<file path="src/sv/hte_pkg.sv">
// ----------------------------------------------------------------------------
// HTML text extractor package
// Shared request/response/plan types, queue sizing and match-pattern tables.
// ----------------------------------------------------------------------------
package hte_pkg;

   localparam int QDEPTH = 4;
   localparam int QAW    = $clog2(QDEPTH);

   localparam logic [7:0] CH_LT    = "<";
   localparam logic [7:0] CH_GT    = ">";
   localparam logic [7:0] CH_SPACE = " ";
   localparam logic [7:0] CH_C     = "c";
   localparam logic [7:0] CH_T     = "t";

   localparam logic [2:0] OPEN_SCRIPT_LEN  = 3'd7;
   localparam logic [2:0] OPEN_STYLE_LEN   = 3'd6;
   localparam logic [2:0] OPEN_BRANCH_IDX  = 3'd2;
   localparam logic [3:0] CLOSE_SCRIPT_LEN = 4'd9;
   localparam logic [3:0] CLOSE_STYLE_LEN  = 4'd8;

   typedef struct packed {
      logic [7:0] in_byte;
      logic       doc_last;
   } req_type;

   typedef struct packed {
      logic [7:0] text_byte;
      logic       text_valid;
      logic       doc_end;
   } rsp_type;

   // up to two responses produced by one request
   typedef struct packed {
      logic    two;
      rsp_type first;
      rsp_type second;
   } plan_type;

   function automatic logic [7:0] fold_lower(input logic [7:0] c);
      logic [7:0] r;
      r = c;
      if (c >= "A" && c <= "Z") begin
         r = c + 8'd32;
      end
      return r;
   endfunction

   function automatic logic is_ws(input logic [7:0] c);
      return (c == CH_SPACE) || (c >= 8'd9 && c <= 8'd13);
   endfunction

   function automatic logic [7:0] open_char(input logic style, input logic [2:0] idx);
      logic [7:0] c;
      c = 8'h00;
      if (style) begin
         unique case (idx)
            3'd0: c = "<";
            3'd1: c = "s";
            3'd2: c = "t";
            3'd3: c = "y";
            3'd4: c = "l";
            3'd5: c = "e";
            default: c = 8'h00;
         endcase
      end else begin
         unique case (idx)
            3'd0: c = "<";
            3'd1: c = "s";
            3'd2: c = "c";
            3'd3: c = "r";
            3'd4: c = "i";
            3'd5: c = "p";
            3'd6: c = "t";
            default: c = 8'h00;
         endcase
      end
      return c;
   endfunction

   function automatic logic [7:0] close_char(input logic style, input logic [3:0] idx);
      logic [7:0] c;
      c = 8'h00;
      if (style) begin
         unique case (idx)
            4'd0: c = "<";
            4'd1: c = "/";
            4'd2: c = "s";
            4'd3: c = "t";
            4'd4: c = "y";
            4'd5: c = "l";
            4'd6: c = "e";
            4'd7: c = ">";
            default: c = 8'h00;
         endcase
      end else begin
         unique case (idx)
            4'd0: c = "<";
            4'd1: c = "/";
            4'd2: c = "s";
            4'd3: c = "c";
            4'd4: c = "r";
            4'd5: c = "i";
            4'd6: c = "p";
            4'd7: c = "t";
            4'd8: c = ">";
            default: c = 8'h00;
         endcase
      end
      return c;
   endfunction

endpackage

</file>
<file path="src/sv/hte_front.sv">
// ----------------------------------------------------------------------------
// HTML text extractor front end
// Takes one byte per cycle while the queue is not full, tracks tag/script/style and whitespace state,
// and turns each request into a plan of up to two responses.
// ----------------------------------------------------------------------------
module hte_front (
   input  logic              clock,
   input  logic              reset,
   input  logic              req_valid,
   output logic              req_stall,
   input  hte_pkg::req_type  req_data,
   input  logic              q_full,
   output logic              push,
   output hte_pkg::plan_type plan
);

   logic [2:0] oml_ff, oml_in;
   logic       ois_ff, ois_in;
   logic       skip_ff, skip_in;
   logic [3:0] cml_ff, cml_in;
   logic       itag_ff, itag_in;
   logic       spend_ff, spend_in;
   logic       seen_ff, seen_in;

   logic       accept;
   logic [7:0] b, l;
   logic [2:0] no, oplen;
   logic [3:0] nc, cplen;
   logic       fo, fk, ft, fp, fn, fresh, ok;
   logic [1:0] nres;
   logic [7:0] em0, em1;
   logic       last;

   assign accept    = req_valid && !q_full;
   assign req_stall = q_full;

   always_comb begin
      b     = req_data.in_byte;
      last  = req_data.doc_last;
      l     = hte_pkg::fold_lower(b);
      no    = oml_ff;
      fo    = ois_ff;
      fk    = skip_ff;
      nc    = cml_ff;
      ft    = itag_ff;
      fp    = spend_ff;
      fn    = seen_ff;
      fresh = 1'b1;
      ok    = 1'b0;
      nres  = 2'd0;
      em0   = 8'h00;
      em1   = 8'h00;
      oplen = hte_pkg::OPEN_SCRIPT_LEN;
      cplen = ois_ff ? hte_pkg::CLOSE_STYLE_LEN : hte_pkg::CLOSE_SCRIPT_LEN;

      if (skip_ff) begin
         if (cml_ff < cplen && l == hte_pkg::close_char(ois_ff, cml_ff)) begin
            nc = cml_ff + 4'd1;
            if (nc >= cplen) begin
               fk = 1'b0;
               nc = 4'd0;
               fo = 1'b0;
            end
         end else begin
            nc = (b == hte_pkg::CH_LT) ? 4'd1 : 4'd0;
         end
      end else begin
         if (oml_ff != 3'd0) begin
            if (oml_ff == hte_pkg::OPEN_BRANCH_IDX) begin
               ok = (l == hte_pkg::CH_C) || (l == hte_pkg::CH_T);
               if (ok) begin
                  fo = (l == hte_pkg::CH_T);
               end
            end else begin
               oplen = ois_ff ? hte_pkg::OPEN_STYLE_LEN : hte_pkg::OPEN_SCRIPT_LEN;
               ok = (oml_ff < oplen) && (l == hte_pkg::open_char(ois_ff, oml_ff));
            end
            if (ok) begin
               fresh = 1'b0;
               no    = oml_ff + 3'd1;
               oplen = fo ? hte_pkg::OPEN_STYLE_LEN : hte_pkg::OPEN_SCRIPT_LEN;
               if (no >= oplen) begin
                  no = 3'd0;
                  fk = 1'b1;
                  nc = 4'd0;
               end
            end else begin
               // held '<' released: becomes a tag start, and a pending space if text was seen
               no = 3'd0;
               fo = 1'b0;
               ft = 1'b1;
               if (fn) begin
                  fp = 1'b1;
               end
            end
         end
         if (fresh) begin
            if (b == hte_pkg::CH_LT) begin
               no = 3'd1;
               fo = 1'b0;
            end else if (b == hte_pkg::CH_GT) begin
               ft = 1'b0;
            end else if (!ft) begin
               if (hte_pkg::is_ws(b)) begin
                  if (fn) begin
                     fp = 1'b1;
                  end
               end else begin
                  if (fp) begin
                     em0  = hte_pkg::CH_SPACE;
                     em1  = b;
                     nres = 2'd2;
                  end else begin
                     em0  = b;
                     nres = 2'd1;
                  end
                  fp = 1'b0;
                  fn = 1'b1;
               end
            end
         end
      end

      plan.two               = (nres == 2'd2);
      plan.first.text_byte   = em0;
      plan.first.text_valid  = (nres != 2'd0);
      plan.first.doc_end     = last && (nres != 2'd2);
      plan.second.text_byte  = em1;
      plan.second.text_valid = 1'b1;
      plan.second.doc_end    = last;
      push = accept && ((nres != 2'd0) || last);

      oml_in   = oml_ff;
      ois_in   = ois_ff;
      skip_in  = skip_ff;
      cml_in   = cml_ff;
      itag_in  = itag_ff;
      spend_in = spend_ff;
      seen_in  = seen_ff;
      if (accept) begin
         if (last) begin
            oml_in   = 3'd0;
            ois_in   = 1'b0;
            skip_in  = 1'b0;
            cml_in   = 4'd0;
            itag_in  = 1'b0;
            spend_in = 1'b0;
            seen_in  = 1'b0;
         end else begin
            oml_in   = no;
            ois_in   = fo;
            skip_in  = fk;
            cml_in   = nc;
            itag_in  = ft;
            spend_in = fp;
            seen_in  = fn;
         end
      end
   end

   always_ff @(posedge clock) begin
      if (reset) begin
         oml_ff   <= 3'd0;
         ois_ff   <= 1'b0;
         skip_ff  <= 1'b0;
         cml_ff   <= 4'd0;
         itag_ff  <= 1'b0;
         spend_ff <= 1'b0;
         seen_ff  <= 1'b0;
      end else begin
         oml_ff   <= oml_in;
         ois_ff   <= ois_in;
         skip_ff  <= skip_in;
         cml_ff   <= cml_in;
         itag_ff  <= itag_in;
         spend_ff <= spend_in;
         seen_ff  <= seen_in;
      end
   end

   a_skip_no_open: assert property (@(posedge clock) disable iff (reset)
      skip_ff |-> (oml_ff == 3'd0))
      else $error("open prefix held while skipping a block");

   a_close_idle: assert property (@(posedge clock) disable iff (reset)
      !skip_ff |-> (cml_ff == 4'd0))
      else $error("close match count live outside a skipped block");

   a_space_after_text: assert property (@(posedge clock) disable iff (reset)
      spend_ff |-> seen_ff)
      else $error("pending space with no text seen");

   a_two_needs_space: assert property (@(posedge clock) disable iff (reset)
      (push && plan.two) |-> (plan.first.text_byte == hte_pkg::CH_SPACE))
      else $error("double response without leading space");

endmodule

</file>
<file path="src/sv/hte_queue.sv">
// ----------------------------------------------------------------------------
// HTML text extractor plan queue
// Short FIFO of response plans decoupling the front end from the back end.
// ----------------------------------------------------------------------------
module hte_queue (
   input  logic              clock,
   input  logic              reset,
   input  logic              push,
   input  hte_pkg::plan_type entry_in,
   output logic              full,
   output logic              head_valid,
   output hte_pkg::plan_type head,
   input  logic              pop
);

   hte_pkg::plan_type         mem_ff [hte_pkg::QDEPTH];
   logic [hte_pkg::QAW-1:0]   wr_ff, wr_in;
   logic [hte_pkg::QAW-1:0]   rd_ff, rd_in;
   logic [hte_pkg::QAW:0]     count_ff, count_in;
   logic                      do_pop;

   assign full       = (count_ff == (hte_pkg::QAW+1)'(hte_pkg::QDEPTH));
   assign head_valid = (count_ff != '0);
   assign head       = mem_ff[rd_ff];
   assign do_pop     = pop && head_valid;

   always_comb begin
      wr_in    = push ? wr_ff + 1'b1 : wr_ff;
      rd_in    = do_pop ? rd_ff + 1'b1 : rd_ff;
      count_in = count_ff;
      if (push && !do_pop) begin
         count_in = count_ff + 1'b1;
      end else if (!push && do_pop) begin
         count_in = count_ff - 1'b1;
      end
   end

   always_ff @(posedge clock) begin
      if (push) begin
         mem_ff[wr_ff] <= entry_in;
      end
   end

   always_ff @(posedge clock) begin
      if (reset) begin
         wr_ff    <= '0;
         rd_ff    <= '0;
         count_ff <= '0;
      end else begin
         wr_ff    <= wr_in;
         rd_ff    <= rd_in;
         count_ff <= count_in;
      end
   end

   a_no_overflow: assert property (@(posedge clock) disable iff (reset)
      push |-> (!full || pop))
      else $error("push into full queue");

   a_count_bound: assert property (@(posedge clock) disable iff (reset)
      count_ff <= (hte_pkg::QAW+1)'(hte_pkg::QDEPTH))
      else $error("queue count beyond depth");

   a_ptr_gap: assert property (@(posedge clock) disable iff (reset)
      (count_ff == '0) |-> (wr_ff == rd_ff))
      else $error("empty queue with pointers apart");

endmodule

</file>
<file path="src/sv/hte_back.sv">
// ----------------------------------------------------------------------------
// HTML text extractor back end
// Splits each plan into single responses and holds them in the output register.
// ----------------------------------------------------------------------------
module hte_back (
   input  logic              clock,
   input  logic              reset,
   input  logic              head_valid,
   input  hte_pkg::plan_type head,
   output logic              pop,
   output logic              rsp_valid,
   input  logic              rsp_stall,
   output hte_pkg::rsp_type  rsp_data
);

   logic             rsp_valid_ff, rsp_valid_in;
   hte_pkg::rsp_type rsp_data_ff, rsp_data_in;
   logic             second_ff, second_in;
   logic             load;

   assign load      = !rsp_valid_ff || !rsp_stall;
   assign rsp_valid = rsp_valid_ff;
   assign rsp_data  = rsp_data_ff;

   always_comb begin
      rsp_valid_in = rsp_valid_ff;
      rsp_data_in  = rsp_data_ff;
      second_in    = second_ff;
      pop          = 1'b0;
      if (load) begin
         rsp_valid_in = head_valid;
         rsp_data_in  = second_ff ? head.second : head.first;
         if (head_valid) begin
            pop       = second_ff || !head.two;
            second_in = !second_ff && head.two;
         end
      end
   end

   always_ff @(posedge clock) begin
      if (reset) begin
         rsp_valid_ff <= 1'b0;
         second_ff    <= 1'b0;
      end else begin
         rsp_valid_ff <= rsp_valid_in;
         second_ff    <= second_in;
      end
      rsp_data_ff <= rsp_data_in;
   end

   a_second_has_head: assert property (@(posedge clock) disable iff (reset)
      second_ff |-> (head_valid && head.two))
      else $error("second half pending without a double plan");

   a_second_no_pop_first: assert property (@(posedge clock) disable iff (reset)
      (load && head_valid && head.two && !second_ff) |-> !pop)
      else $error("double plan popped after its first half");

   a_end_marker_valid: assert property (@(posedge clock) disable iff (reset)
      (rsp_valid_ff && !rsp_data_ff.text_valid) |-> rsp_data_ff.doc_end)
      else $error("empty response that is not a document end");

endmodule

</file>
<file path="src/sv/html_text_extractor_core.sv">
// ----------------------------------------------------------------------------
// HTML text extractor core
// A request's plan is registered in the queue, then loaded into the output register.
// Throughput: one request per cycle while the queue is not full; a request giving two
// responses holds the response port for both, with a four-plan queue absorbing the burst.
// Reset: synchronous, clears all match/whitespace state, the queue pointers and the output valid.
// ----------------------------------------------------------------------------
module html_text_extractor_core (
   input  logic             clock,
   input  logic             reset,
   input  logic             req_valid,
   output logic             req_stall,
   input  hte_pkg::req_type req_data,
   output logic             rsp_valid,
   input  logic             rsp_stall,
   output hte_pkg::rsp_type rsp_data
);

   logic              q_full;
   logic              push;
   hte_pkg::plan_type plan;
   logic              head_valid;
   hte_pkg::plan_type head;
   logic              pop;

   hte_front u_front (
      .clock     (clock),
      .reset     (reset),
      .req_valid (req_valid),
      .req_stall (req_stall),
      .req_data  (req_data),
      .q_full    (q_full),
      .push      (push),
      .plan      (plan)
   );

   hte_queue u_queue (
      .clock      (clock),
      .reset      (reset),
      .push       (push),
      .entry_in   (plan),
      .full       (q_full),
      .head_valid (head_valid),
      .head       (head),
      .pop        (pop)
   );

   hte_back u_back (
      .clock      (clock),
      .reset      (reset),
      .head_valid (head_valid),
      .head       (head),
      .pop        (pop),
      .rsp_valid  (rsp_valid),
      .rsp_stall  (rsp_stall),
      .rsp_data   (rsp_data)
   );

endmodule

</file>
<file path="config.mk">
export PLATFORM = sky130hd
export DESIGN_NAME = html_text_extractor_core
export DESIGN_NICKNAME = d
export VERILOG_FILES = /design/src/sv/hte_pkg.sv /design/src/sv/hte_front.sv /design/src/sv/hte_queue.sv /design/src/sv/hte_back.sv /design/src/sv/html_text_extractor_core.sv
export SDC_FILE = /design/constraint.sdc
export NUM_CORES = 1
export LEC_CHECK = 0
export CAP_MARGIN = 20
export CORE_MARGIN = 5
export CORE_UTILIZATION = 55
export DETAILED_ROUTE_END_ITERATION = 8
export DONT_BUFFER_PORTS = 1
export PLACE_DENSITY = 0.8
export SETUP_SLACK_MARGIN = 0.15
export SLEW_MARGIN = 20
export SYNTH_ARGS = -nofsm -noshare
export SYNTH_HDL_FRONTEND = slang
export SYNTH_SLANG_ARGS = --single-unit
</file>
<file path="constraint.sdc">
create_clock -name clock -period 7.95 [get_ports clock]
set_input_delay 0.795 -clock clock [delete_from_list [all_inputs] [get_ports clock]]
set_output_delay 0.795 -clock clock [all_outputs]
set_load 0.005 [all_outputs]
</file>
==> results by group <==
Run status
  • Status: completed

Worst setup path
  • Crit Path Max Fanout: 14
  • Crit start category: flip-flop
  • Crit Path Class: reg -> reg
  • Critical path required time: 8.30 ns
  • Critical Path End Type: flip-flop
  • CP arrival: roughly 4.5 ns

Synth
  • Count of different cell masters after synthesis: 73
  • Synth warn: 0
  • Area leader, netlist: edfxtp_1
  • Synth Flop Type: edfxtp_1
  • Synth Instances: between 500 and 600
  • Top post-synthesis cells by area: edfxtp_1, dfxtp_1, mux4_2, ha_1, nand2_1
  • Post-synth top area share: 0.434
  • Synth async-reset ratio: 0
  • Synthesized cell area: 6230 um2
  • Synth top cells by count: edfxtp_1, nand2_1, dfxtp_1, nor2_1, a21oi_1
  • Post-Syn Nets: 547
  • Seq cells post-synth: between 100 and 150
  • Cell with the most instances after synthesis: edfxtp_1
  • Avg Cell Area, Syn: 12.2 um2
  • Register area share after synthesis: 0.550
  • Post-synth EDFFs: 90

Pwr
  • Net Sw Power: 532 uW
  • Clock share of power: 0.362
  • Cell-internal power: 1370 uW
  • Comb pwr share: 0.181
  • Sw Share: 0.279
  • Peak supply drop: ~0.19 mV
  • PwrDens: 279 nW/um2
  • Final Power: 1910 uW
  • Seq pwr share: 0.457
  • Leakage: 0.00249 uW

Detailed routing
  • Via count: 4026
  • Drt first pass iters: 4
  • Post-route ant nets: 0
  • DR iter-0 viols: 314
  • Vias/cell: 6.11
  • Drc violations: 0
  • Routed length per placed instance: 19.8 um
  • Wirelength, routed: 13000 um

Floorplanning
  • Core area: 11000 um2
  • DIE AREA: 13500 um2
  • Io pins: 25
  • Starting Density: 0.567
  • Die H: 116 um
  • Row cnt: 38
  • DIE WIDTH: 116 um

Global routing
  • Initial antenna violation count: 0
  • Largest net degree at the start of global routing: 27
  • First-pass GRT wire length: ~21000 um
  • Vias in the first global route: 4197
  • Aggregate global-route resource usage: 0.208
  • Grt total ovfl: 0

STA
  • RSZ-0062 raised after global routing: false
  • Final worst slack: about 3.8 ns
  • Fin. Hold Viols: 0
  • Relative slew margins: 0.277
  • Final min period: around 4.1 ns
  • Max-slew violation count: 0
  • Final setup TNS: 0 ns
  • Max Fclk: 0.242 GHz
  • Tcrit/Tclk final: 0.520
  • Final Skew: 0.0164 ns
  • Worst slew pin tran: about 1.1 ns
  • Setup-failing EPs final: 0

Clocking
  • Clk sinks: between 100 and 150
  • Post-CTS resize count: 0
  • Num CTS Buffers: 17
  • Hold_buf cts: 0
  • Root buf cell: clkbuf_16
  • Post-CTS Setup Inserts: 0
  • TritonCTS clock tree: yes
  • H-tree levels: 4
  • Clk slew on worst S/H paths: around 0.060 ns
  • Max clock buf depth: 2
  • Worst skew pair latency: between 0.4 and 0.5 ns

Placement
  • Post-DP HPWL: 8950 um
  • Final GP Congestion: 0.930
  • Worst slack at placement: 3.88 ns
  • Count of input and output buffers: 0
  • Placed insts: 627

Layout
  • Total Nets Final: around 540
  • Area added between synthesis and finish: 9.59%
  • Non-filler cells, final: around 660
  • Register Area: 3420 um2
  • Multi-input gate area: 2600 um2
  • Layout fillers: 831
  • ANT cells: 0
  • Layout cell share with drive strength beyond 1: 0.129

Worst hold path
  • Type of the most critical hold path: in -> reg

Flow run
  • Max_cap viols: 0
==> final timing paths <==
path	start	to	slack, ns	cells past startpoint
setup / recovery	u_front.oml_ff[0]$_SDFFE_PP0P_	u_queue.count_ff[2]$_SDFFE_PP0P_	3.81	14
hold / removal	reset	u_front.oml_ff[2]$_SDFFE_PP0P_	0.44	1
setup reg to reg	u_front.oml_ff[0]$_SDFFE_PP0P_	u_queue.count_ff[2]$_SDFFE_PP0P_	3.81	14
hold reg to reg	u_front.itag_ff$_SDFFE_PP0P_	u_front.itag_ff$_SDFFE_PP0P_	0.50	2
==> power by group through the flow <==
stage,clock [uW],combinational [uW],sequential (uW)
3_5_place_dp,0,347,886
6_report,691,345,871
2_1_floorplan,0,295,857
5_1_grt,738,388,884
3_3_place_gp,0,335,879
4_1_cts,701,351,874
==> stage by stage <==
stage | util | area, um2 | hold slack (ns)
after detailed placement | 0.572 | 6280 | 0.481
after floorplan | - | 6230 | 0.445
final | 0.621 | 6820 | 0.441
after CTS | 0.621 | 6820 | 0.428
after global placement | 0.572 | 6280 | 0.448
after global routing | 0.621 | 6820 | 0.429
==> per-layer routing <==
metal / global-route usage / vias to the layer above / share of wire
met2: 0.378 / 100 / 0.53
li1: - / 1918 / -
met4: 0.0936 / 0 / 0.026
met3: 0.0539 / 22 / 0.051
met5: 0 / - / 0
met1: 0.228 / 1986 / 0.40
==> layout make-up <==
type                            count  share of cell area
Clock inverter                     15              0.0171
Sequential cell                   126               0.502
Clock buffer                       17              0.0624
Tap cell                          140              0.0257
Timing Repair Buffer                1             0.00110
Multi-Input combinational cell    339               0.381
Inverter                           21              0.0116
==> placed cells by master, fill, tap and decap left out, types with 6 or more instances in the layout <==
cell type / n
a31oi_1: 6
nor2_1: 32
edfxtp_1: 90
a21oi_1: 27
and3_1: 12
nand2_1: 46
dfxtp_1: 36
a21o_1: 7
nor2b_1: 9
mux4_2: 20
nand2b_1: 7
inv_1: 20
and2_1: 13
mux2i_1: 8
nor3_1: 12
xnor2_1: 11
ha_1: 21
xor2_1: 7
clkbuf_16: 17
o21ai_0: 14
==> cells by family (layout without fill, tap and decap cells) <==
| logic type | after synthesis | count (layout) | share of synthesized area |
|---|---|---|---|
| and+or+nand+nor | 172 | 172 | 0.149 |
| DFF | 126 | 126 | 0.550 |
| AOI/OAI and AO/OA | 98 | 98 | 0.110 |
| buffers and inverters | 47 | 54 | 0.0332 |
| muxes | 29 | 29 | 0.0870 |
| adders and majority gates | 22 | 22 | 0.0454 |
| xor gates and xnor gates | 18 | 18 | 0.0253 |
==> critical path, stage by stage (launching register included) <==
cell and delay [ns]:
dfxtp_1 0.41, inv_1 0.19, ha_1 0.31, nand2_1 0.21, nor3_1 0.29, o41ai_1 0.25, nor2_1 0.56, nor2_1 0.14
nor2_1 0.39, ha_1 0.26, inv_1 0.06, fa_1 0.38, xor2_1 0.16, or3_1 0.30, a21oi_1 0.14
Note: power is estimated with default switching activity, not from simulation.
